$ cat src/strq_pkg.sv
package strq_pkg;

    // Default table depth
    localparam int STRQ_DEPTH = 32;

    // Field widths
    localparam int VAL_W   = 32;
    localparam int POS_W   = 5;
    localparam int WHOLE_W = 16;
    localparam int PLUS_W  = 17;
    localparam int STAT_W  = 2;

    // Stream data widths, padded to whole bytes
    localparam int IN_DATA_W  = 3 * VAL_W;
    localparam int OUT_FLDS_W = POS_W + VAL_W + WHOLE_W + PLUS_W;
    localparam int OUT_DATA_W = ((OUT_FLDS_W + 7) / 8) * 8;

    // Operation codes
    localparam logic OP_INSERT = 1'b0;
    localparam logic OP_SEARCH = 1'b1;

    // Result status codes
    localparam logic [STAT_W-1:0] STATUS_OK      = 2'd0;
    localparam logic [STAT_W-1:0] STATUS_FULL    = 2'd1;
    localparam logic [STAT_W-1:0] STATUS_NOMATCH = 2'd2;

    // Sequencer states
    typedef enum logic [2:0] {
        ST_IDLE,
        ST_INS,
        ST_INS_END,
        ST_SRCH,
        ST_SRCH_END,
        ST_REPLY
    } strq_state_t;

    // Q16.16 whole part, truncated toward zero
    function automatic logic signed [WHOLE_W-1:0] whole_of(input logic signed [VAL_W-1:0] v);
        logic signed [WHOLE_W-1:0] w;
        w = v[VAL_W-1:VAL_W-WHOLE_W];
        if (v[VAL_W-1] && (v[VAL_W-WHOLE_W-1:0] != '0))
        begin
            w = w + 16'sd1;
        end
        return w;
    endfunction

endpackage

$ cat src/strq_ram.sv
module strq_ram #(
    parameter int WIDTH = 32,
    parameter int DEPTH = 32
) (
    input  logic                     clk,
    input  logic                     wr_en,
    input  logic [$clog2(DEPTH)-1:0] wr_addr,
    input  logic [WIDTH-1:0]         wr_data,
    input  logic                     rd_en,
    input  logic [$clog2(DEPTH)-1:0] rd_addr,
    output logic [WIDTH-1:0]         rd_data
);

    logic [WIDTH-1:0] mem [DEPTH];
    logic [WIDTH-1:0] rd_data_reg;

    // One write port, one registered read port; read data holds when idle
    always_ff @(posedge clk)
    begin
        if (wr_en)
        begin
            mem[wr_addr] <= wr_data;
        end
        if (rd_en)
        begin
            rd_data_reg <= mem[rd_addr];
        end
    end

    assign rd_data = rd_data_reg;

endmodule

$ cat src/sorted_table_range_query_unit.sv
// Sorted table with insert and inclusive range search, one comparator over a RAM.
// Insert: scans the stored entries, swapping each larger one with the carried value,
// then writes the largest into the new end slot; a full table refuses without a scan.
// Search: scans the stored entries and sends each match, flagging the last, or one no-match
// beat. One item at a time; one RAM read per cycle sets the pace unless a match waits on output.
// Reset: entry count and control clear at once; table contents stay undefined.
module sorted_table_range_query_unit #(
    parameter int DEPTH = strq_pkg::STRQ_DEPTH
) (
    input  logic                            clk,
    input  logic                            rst_n,
    // s_tdata: new_value [31:0], range_low [63:32], range_high [95:64]
    input  logic                            s_tvalid,
    output logic                            s_tready,
    input  logic [strq_pkg::IN_DATA_W-1:0]  s_tdata,
    // s_tuser: operation [0]
    input  logic [0:0]                      s_tuser,
    // m_tdata: position [4:0], found_value [36:5], whole_part [52:37],
    //          whole_plus_one [69:53], zero pad [71:70]
    output logic                            m_tvalid,
    input  logic                            m_tready,
    output logic [strq_pkg::OUT_DATA_W-1:0] m_tdata,
    // m_tuser: status [1:0]
    output logic [strq_pkg::STAT_W-1:0]     m_tuser,
    output logic                            m_tlast
);

    import strq_pkg::*;

    localparam int IW = $clog2(DEPTH);
    localparam int CW = $clog2(DEPTH + 1);

    strq_state_t state_reg, state_next;

    logic [CW-1:0]           count_reg, count_next;
    logic [CW-1:0]           rd_cnt_reg, rd_cnt_next;
    logic                    cmp_valid_reg, cmp_valid_next;
    logic [IW-1:0]           cmp_idx_reg, cmp_idx_next;
    logic signed [VAL_W-1:0] carry_reg, carry_next;
    logic signed [VAL_W-1:0] lo_reg, lo_next;
    logic signed [VAL_W-1:0] hi_reg, hi_next;
    logic                    pend_valid_reg, pend_valid_next;
    logic [IW-1:0]           pend_idx_reg, pend_idx_next;
    logic signed [VAL_W-1:0] pend_val_reg, pend_val_next;
    logic [STAT_W-1:0]       resp_status_reg, resp_status_next;

    logic                    out_valid_reg;
    logic [OUT_DATA_W-1:0]   out_data_reg;
    logic [STAT_W-1:0]       out_user_reg;
    logic                    out_last_reg;

    // RAM port signals
    logic                    ram_wr_en;
    logic [IW-1:0]           ram_wr_addr;
    logic [VAL_W-1:0]        ram_wr_data;
    logic                    ram_rd_en;
    logic [VAL_W-1:0]        ram_rd_data;
    logic signed [VAL_W-1:0] rd_val;

    // Result push into the output register
    logic                    push;
    logic [STAT_W-1:0]       push_status;
    logic [IW-1:0]           push_idx;
    logic signed [VAL_W-1:0] push_val;
    logic                    push_has_val;
    logic                    push_last;
    logic signed [WHOLE_W-1:0] push_whole;
    logic signed [PLUS_W-1:0]  push_plus;

    logic in_fire;
    logic out_free;
    logic table_full;
    logic scan_done;
    logic in_range;
    logic stall;

    strq_ram #(
        .WIDTH (VAL_W),
        .DEPTH (DEPTH)
    ) u_table (
        .clk     (clk),
        .wr_en   (ram_wr_en),
        .wr_addr (ram_wr_addr),
        .wr_data (ram_wr_data),
        .rd_en   (ram_rd_en),
        .rd_addr (rd_cnt_reg[IW-1:0]),
        .rd_data (ram_rd_data)
    );

    assign rd_val     = $signed(ram_rd_data);
    assign in_fire    = s_tvalid && s_tready;
    assign out_free   = !out_valid_reg || m_tready;
    assign table_full = (count_reg == CW'(DEPTH));
    assign scan_done  = (rd_cnt_reg == count_reg) && !cmp_valid_reg;
    assign in_range   = (rd_val >= lo_reg) && (rd_val <= hi_reg);

    // A new match must first push out the held one
    assign stall = (state_reg == ST_SRCH) && cmp_valid_reg && in_range &&
                   pend_valid_reg && !out_free;

    assign s_tready = (state_reg == ST_IDLE);

    // Next state
    always_comb
    begin
        state_next = state_reg;
        unique case (state_reg)
            ST_IDLE:
            begin
                if (in_fire)
                begin
                    if (s_tuser[0] == OP_SEARCH)
                        state_next = ST_SRCH;
                    else if (table_full)
                        state_next = ST_REPLY;
                    else
                        state_next = ST_INS;
                end
            end
            ST_INS:
            begin
                if (scan_done)
                    state_next = ST_INS_END;
            end
            ST_INS_END:
            begin
                state_next = ST_REPLY;
            end
            ST_SRCH:
            begin
                if (scan_done)
                    state_next = ST_SRCH_END;
            end
            ST_SRCH_END, ST_REPLY:
            begin
                if (out_free)
                    state_next = ST_IDLE;
            end
            default:
            begin
                state_next = ST_IDLE;
            end
        endcase
    end

    // Datapath and sequencer outputs
    always_comb
    begin
        count_next       = count_reg;
        rd_cnt_next      = rd_cnt_reg;
        cmp_valid_next   = cmp_valid_reg;
        cmp_idx_next     = cmp_idx_reg;
        carry_next       = carry_reg;
        lo_next          = lo_reg;
        hi_next          = hi_reg;
        pend_valid_next  = pend_valid_reg;
        pend_idx_next    = pend_idx_reg;
        pend_val_next    = pend_val_reg;
        resp_status_next = resp_status_reg;
        ram_wr_en        = 1'b0;
        ram_wr_addr      = cmp_idx_reg;
        ram_wr_data      = carry_reg;
        ram_rd_en        = 1'b0;
        push             = 1'b0;
        push_status      = STATUS_OK;
        push_idx         = pend_idx_reg;
        push_val         = pend_val_reg;
        push_has_val     = 1'b0;
        push_last        = 1'b0;

        unique case (state_reg)
            ST_IDLE:
            begin
                if (in_fire)
                begin
                    rd_cnt_next     = '0;
                    cmp_valid_next  = 1'b0;
                    pend_valid_next = 1'b0;
                    carry_next      = $signed(s_tdata[VAL_W-1:0]);
                    lo_next         = $signed(s_tdata[2*VAL_W-1:VAL_W]);
                    hi_next         = $signed(s_tdata[3*VAL_W-1:2*VAL_W]);
                    resp_status_next = table_full ? STATUS_FULL : STATUS_OK;
                end
            end
            ST_INS, ST_SRCH:
            begin
                if (!stall)
                begin
                    // issue the next table read
                    if (rd_cnt_reg < count_reg)
                    begin
                        ram_rd_en      = 1'b1;
                        rd_cnt_next    = rd_cnt_reg + 1'b1;
                        cmp_valid_next = 1'b1;
                        cmp_idx_next   = rd_cnt_reg[IW-1:0];
                    end
                    else
                    begin
                        cmp_valid_next = 1'b0;
                    end
                    // compare the entry from the previous read
                    if (cmp_valid_reg)
                    begin
                        if (state_reg == ST_INS)
                        begin
                            // larger entry swaps with the carried value
                            if (rd_val > carry_reg)
                            begin
                                ram_wr_en  = 1'b1;
                                carry_next = rd_val;
                            end
                        end
                        else if (in_range)
                        begin
                            if (pend_valid_reg)
                            begin
                                push         = 1'b1;
                                push_has_val = 1'b1;
                            end
                            pend_valid_next = 1'b1;
                            pend_idx_next   = cmp_idx_reg;
                            pend_val_next   = rd_val;
                        end
                    end
                end
            end
            ST_INS_END:
            begin
                // largest value lands in the new end slot
                ram_wr_en   = 1'b1;
                ram_wr_addr = count_reg[IW-1:0];
                count_next  = count_reg + 1'b1;
            end
            ST_SRCH_END:
            begin
                if (out_free)
                begin
                    push         = 1'b1;
                    push_last    = 1'b1;
                    push_has_val = pend_valid_reg;
                    push_status  = pend_valid_reg ? STATUS_OK : STATUS_NOMATCH;
                end
            end
            ST_REPLY:
            begin
                if (out_free)
                begin
                    push        = 1'b1;
                    push_last   = 1'b1;
                    push_status = resp_status_reg;
                end
            end
            default:
            begin
                cmp_valid_next = 1'b0;
            end
        endcase
    end

    assign push_whole = whole_of(push_val);
    assign push_plus  = PLUS_W'(push_whole) + 17'sd1;

    // Control registers
    always_ff @(posedge clk or negedge rst_n)
    begin
        if (!rst_n)
        begin
            state_reg      <= ST_IDLE;
            count_reg      <= '0;
            rd_cnt_reg     <= '0;
            cmp_valid_reg  <= 1'b0;
            pend_valid_reg <= 1'b0;
            out_valid_reg  <= 1'b0;
        end
        else
        begin
            state_reg      <= state_next;
            count_reg      <= count_next;
            rd_cnt_reg     <= rd_cnt_next;
            cmp_valid_reg  <= cmp_valid_next;
            pend_valid_reg <= pend_valid_next;
            if (push)
                out_valid_reg <= 1'b1;
            else if (m_tready)
                out_valid_reg <= 1'b0;
        end
    end

    // Payload registers
    always_ff @(posedge clk)
    begin
        cmp_idx_reg     <= cmp_idx_next;
        carry_reg       <= carry_next;
        lo_reg          <= lo_next;
        hi_reg          <= hi_next;
        pend_idx_reg    <= pend_idx_next;
        pend_val_reg    <= pend_val_next;
        resp_status_reg <= resp_status_next;
        if (push)
        begin
            out_user_reg <= push_status;
            out_last_reg <= push_last;
            if (push_has_val)
                out_data_reg <= OUT_DATA_W'({push_plus, push_whole, push_val,
                                             POS_W'(push_idx)});
            else
                out_data_reg <= '0;
        end
    end

    assign m_tvalid = out_valid_reg;
    assign m_tdata  = out_data_reg;
    assign m_tuser  = out_user_reg;
    assign m_tlast  = out_last_reg;

endmodule

$ cat config.mk
export PLATFORM = sky130hd
export DESIGN_NAME = sorted_table_range_query_unit
export DESIGN_NICKNAME = d
export VERILOG_FILES = /design/src/strq_pkg.sv /design/src/strq_ram.sv /design/src/sorted_table_range_query_unit.sv
export SDC_FILE = /design/constraint.sdc
export NUM_CORES = 2
export LEC_CHECK = 0
export BUFFER_PORTS_ARGS = -buffer_cell sky130_fd_sc_hd__buf_2
export CAP_MARGIN = 20
export CORE_MARGIN = 2
export CORE_UTILIZATION = 60
export DETAILED_ROUTE_END_ITERATION = 16
export GPL_TIMING_DRIVEN = 1
export PLACE_DENSITY = 0.77
export SLEW_MARGIN = 30
export SYNTH_ARGS = -nofsm -noshare
export SYNTH_HDL_FRONTEND = slang
export SYNTH_SLANG_ARGS = --single-unit
$ cat constraint.sdc
create_clock -name clk -period 10.3 [get_ports clk]
set_input_delay 2.06 -clock clk [delete_from_list [all_inputs] [get_ports clk]]
set_output_delay 2.06 -clock clk [all_outputs]
set_load 0.1 [all_outputs]
# == Word level (Yosys, flattened, before mapping) ==
# Memories as Yosys holds them, arrays and structs flattened. A register that Yosys moved wholly into a read port is not among the register bits.
# Index checks and enable logic that the tools add are counted.
# totals
regBits,233
latch_bits,0
mem_bits_rw,1024
rom_bits,0
input_bits,101
out_inout_bits,77
word_cells,127
mem_count,1
# mem_list
memory,words,width,read_ports,rd_clocked_by_memory_dff,write_ports,line_no,source
u_table.mem,32,32,1,1,1,strq_ram.sv:14,logic [WIDTH-1:0] mem [DEPTH];
# classes
add_sub_neg,4
n_mul,0
div,0
n_lt_le_gt_ge,4
eq_ne,18
shifts,0
muxes,53
bitwise_logic,3
reduce_logical,27
# op_table
op,n
2-to-1 mux 32 bit,5
case mux 32 bit (2 select lines),1
greater-or-equal comparator 32 bit,1
> comparator 32 bit,1
<= comparator 32 bit,1
2-to-1 mux 1 bit,25
2-to-1 mux 3 bit,6
2-to-1 mux 6 bit,3
!= test 2 bit (second input constant),9
adder 16 x 2 -> 17 bit (second input constant),1
adder 16 x 2 -> 16 bit (second input constant),1
2-to-1 mux 16 bit,1
nonzero test 16 bit,1
case mux 3 bit (5 select lines),1
adder 6 x 1 -> 6 bit (second input constant),2
case mux 6 bit (2 select lines),1
AND reduction 6 bit,2
logical AND 1 bit,8
case mux 1 bit (2 select lines),4
AND reduction 4 bit,2
equality test 3 x 2 -> 1 bit (second input constant),2
equality test 3 bit (second input constant),2
equality test 6 bit,1
equality test 6 bit (second input constant),1
other kinds (17),27

# == Logic depth before layout (Yosys ltp) ==
# depth
word_depth,9
depth_mapped,13
depth_no_buf,12

# == By module ==
# Synthesis repeated with hierarchy kept, for this count alone.
# unflattened
hier_cells,3264
hier_area_um2,52778.1
# modules_own_cells
module,instances,cells_each,area_each_um2
strq_ram,1,2260,40812.9
sorted_table_range_query_unit,1,1004,11965.2

# == Worst setup path after synthesis ==
# No wires, ideal clock.
# synth_timing
kind,input -> register
start,in m_tready
end,reg out_data_reg[0] (netlist: m_tdata[0]) (enable)
setup_ns,0.430
arrival_ns,6.798
required_time_ns,9.870
slack_ns,3.073
cell_stages,5
cell_sequence,nor2b_1 > nand2_1 > nand4_1 > nor3_1 > a21o_1
# synth_between
elab_chain_cells,5
word_cells_on_any_way,6
cone_classes,mux: 3; reduce/logical: 3
# synth_rtl
item,line_no,source
"start, declared",sorted_table_range_query_unit.sv:21,"input logic m_tready,"
logical OR 1 bit *,sorted_table_range_query_unit.sv:92,assign out_free = !out_valid_reg || m_tready;
zero test 1 bit,sorted_table_range_query_unit.sv:99,pend_valid_reg && !out_free;
logical AND 1 bit,sorted_table_range_query_unit.sv:99,
2-to-1 mux 1 bit,sorted_table_range_query_unit.sv:187,if (!stall)
case mux 1 bit (2 select lines) *,sorted_table_range_query_unit.sv:171,unique case (state_reg)
net push,sorted_table_range_query_unit.sv:61,logic push;
"end signal, assigned",sorted_table_range_query_unit.sv:304,"out_data_reg <= OUT_DATA_W'({push_plus, push_whole, push_val,"
"end, declared",sorted_table_range_query_unit.sv:48,logic [OUT_DATA_W-1:0] out_data_reg;
# Mark *: on every way through the listed nets, which the timed path passes. The rest lies on a longest branch.
# A chain may end at the register's enable or synchronous reset.

# == Worst setup path after layout ==
# layout_timing
start,reg carry_reg[17]
end,mem u_table.mem[10][11] (enable)
# layout_between
elab_chain_cells,8
# layout_rtl
item,line_no,source
"start, declared",sorted_table_range_query_unit.sv:39,"logic signed [VAL_W-1:0] carry_reg, carry_next;"
"start signal, assigned",sorted_table_range_query_unit.sv:293,carry_reg <= carry_next;
> comparator 32 bit,sorted_table_range_query_unit.sv:207,if (rd_val > carry_reg)
2-to-1 mux 1 bit,sorted_table_range_query_unit.sv:207,
2-to-1 mux 1 bit,sorted_table_range_query_unit.sv:204,if (state_reg == ST_INS)
2-to-1 mux 1 bit,sorted_table_range_query_unit.sv:202,if (cmp_valid_reg)
2-to-1 mux 1 bit,sorted_table_range_query_unit.sv:187,
case mux 1 bit (2 select lines),sorted_table_range_query_unit.sv:171,
2-to-1 mux 1 bit,strq_ram.sv:20,if (wr_en)
2-to-1 mux 1 bit (implied by the code),strq_ram.sv:22,mem[wr_addr] <= wr_data;
"end, declared",strq_ram.sv:14,
# Every way passes these cells.

==> flow_summary.toml <==
[yosys]
synthArstFlopShare = 0.0140
synth_top_family_by_area = "multiplexers"
synth_edf_count = 1268
ys.flop_type = "edfxtp_1"
synth_seq_area_share = 0.744
ys_types = 67
synth_mux_area_frac = 0.149
syn_area_sq_um = 51800
synth-adder-area-share = 0.0259
synth_area_leaders = "edfxtp_1, mux4_2, ha_1"
synth_xor_area_frac = 0.00524
synth_area_leader_cell = "edfxtp_1"
ys_warn_count = 0
synth-seq-cells = 1286
synth-compound-area-share = 0.0199
synth-simple-area-share = 0.0397
synth_top_area_frac = 0.735
syn_area_per_cell_sq_um = 20.3
synth_cells = 2552

[critical_path]
cp-start-kind = "flip-flop"
required_ps = 10630
cp-end-kind = "flip-flop"
path_max_fanout = 33
critPathKind = "reg -> reg"
critPathArrivalTime_ps = 6060

[placement]
gp_congestion = 0.880
post-dp-hpwl_um = 74600
portBuffers = 175

[finish]
nets = 3028
nFillCells = 5025
register_area_sq_um = 38500
largest_reg_flops = 1024
area_growth_pct = 13.1
multiInputGateArea_sq_um = 12800
regMostFlops = "u_table.mem"
drive_gt1_frac = 0.288

[detailed_routing]
ant_nets = 0
wirelength_um = 128000
drt_iter0_drc = 3574
drt_first_pass_iters = 5
wl_per_cell_um = 31.6
vias_per_cell = 6.66
vias = 27000
drc = 0

[global_route]
track_usage = 0.294
antenna_found_initial = 6
grt_pass1_vias = 27600
grt_max_degree = 161
overflow = 0
grt_pass1_wl_um = 187000

[clocking]
clockBufferDepth = 3
htree_levels = 3
cts_tree = "built"
root_buffer = "clkbuf_16"
numCtsBuffers = 121
ctsHoldBuffers = 0
clock_sinks = 1286
ctsResizeCount = 0
clk_latency_ps = 700
post_cts_buffers = 0
path_clk_slew_ps = 60

[timing]
fin_skew_ps = 30.4
setup_tns_ps = 0
min_period_ps = 5720
worst_slew_pin_slew_ps = 1000
max_slew_margin = 0.329
hold_viol_final = 0
min_period_over_period = 0.556
max_freq_mhz = 175
setup_viol = 0
rsz0062_at_grt = "no"
maxSlewViolCount = 0

[floorplanning]
ioPinCount = 178
core-area_sq_um = 85300
initial_core_util = 0.607
dieArea_sq_um = 88700
fp-row-count = 107
die_h_um = 298
die_w_um = 298

[status]
status = "completed"

[flow_run]
max_cap_violations = 0

[power_and_ir_drop]
power.total_mw = 15.7
p_leak_nw = 19.5
p_per_area_nw_per_um2 = 268
vdd_drop_max_mv = 0.225

[hold_path]
hold_class = "reg -> reg"
## cell usage in the layout (no fill, tap or decap), drive strengths merged, types with 7 or more instances in the layout
master / instances
a21oi: 68
nor2: 34
mux4: 320
nand3: 17
nand2: 145
bufinv: 7
nand2b: 8
a21o: 18
xor2: 9
clkinv: 58
or3: 7
nor3: 19
buf: 259
nor2b: 7
o21ai: 31
edfxtp: 1268
nand4: 32
nor3b: 32
clkbuf: 145
inv: 114
mux2i: 10
mux2: 34
and3: 7
and3b: 39
ha: 107
xnor2: 22
dfrtp: 18
## power by group
group | leakage [nW] | switching, mW | total, mW | internal (mW)
Clock | 1.82 | 1.87 | 4.21 | 2.35
Combinational | 5.94 | 2.61 | 4.21 | 1.60
Sequential | 11.7 | 0.553 | 7.31 | 6.76
Total | 19.5 | 5.03 | 15.7 | 10.7
## worst max-delay path: stages (launching register included)
cell and delay [ps]:
edfxtp_1 910, inv_1 120, ha_1 350, a21o_1 180
a21oi_1 160, o21ai_0 120, o311a_1 340, or3_1 410
o31ai_1 490, nand3_1 740, a21oi_4 1040, buf_4 500
## through the flow
step | setup WS (ps) | util | std cells | cell area (sq um) | hold WS [ps]
2_1_floorplan | 3070 | - | 2553 | 51800 | 426
6_report | 4580 | 0.687 | 4060 | 58600 | 456
3_3_place_gp | 4810 | 0.640 | 3819 | 54500 | 437
5_1_grt | 4250 | 0.687 | 4059 | 58600 | 480
3_5_place_dp | 4540 | 0.640 | 3820 | 54600 | 445
4_1_cts | 4540 | 0.683 | 4037 | 58300 | 454
## final timing paths
path	start	endpoint	slack [ps]	cells past startpoint
max	carry_reg[17]$_DFFE_PP_	u_table.mem[10][11]$_DFFE_PP_	4580	11
min in group asynchronous	rst_n	state_reg[1]$_DFFE_PN0P_	1320	1
max reg2reg	carry_reg[17]$_DFFE_PP_	u_table.mem[10][11]$_DFFE_PP_	4580	11
min reg2reg	u_table.rd_data[0]$_DFFE_PP_	pend_val_reg[0]$_DFFE_PP_	460	0
min	u_table.rd_data[0]$_DFFE_PP_	pend_val_reg[0]$_DFFE_PP_	460	0
max in group asynchronous	rst_n	rd_cnt_reg[3]$_DFFE_PN0P_	8620	1
## Yosys cell counts (all sizes together) (3+ instances only)
cell type,number
a21oi,68
ha,107
nand2b,8
and4,4
a211oi,3
or4,6
o211ai,6
buf,24
dfrtp,18
nor2,34
a31oi,6
nand2,145
nor4,6
a21o,18
nor3b,32
o21ai,31
nor3,19
xor2,9
nand4,32
mux2i,10
nor2b,7
and3,7
nand3,17
o21a,6
mux4,320
a211o,4
and3b,39
edfxtp,1268
mux2,34
xnor2,22
clkbuf,91
or3,7
inv,112
## cells by family (layout without fill, tap and decap cells)
family,Yosys count,after routing
other cells,1,4
buf+inv,227,588
mux,364,364
xor+xnor,31,31
fa+ha+maj,107,107
compound gates,162,162
flops,1286,1286
simple gates,374,374
## metal layers
metal	share of wire	track usage
met1	0.36	0.394
met2	0.50	0.480
met3	0.11	0.0608
met4	0.040	0.115
met5	0.00052	0
## cell type report
| cell class | count | area share |
|---|---|---|
| repair buffers | 259 | 0.0285 |
| inverters | 112 | 0.00718 |
| flip-flops and latches | 1286 | 0.658 |
| clock buffers | 145 | 0.0540 |
| well taps | 1144 | 0.0244 |
| multi-input cells | 1040 | 0.219 |
| clock inverters | 72 | 0.00918 |
| diodes | 2 | 0.0000854 |
No activity file was read; power rests on OpenSTA's default activity.
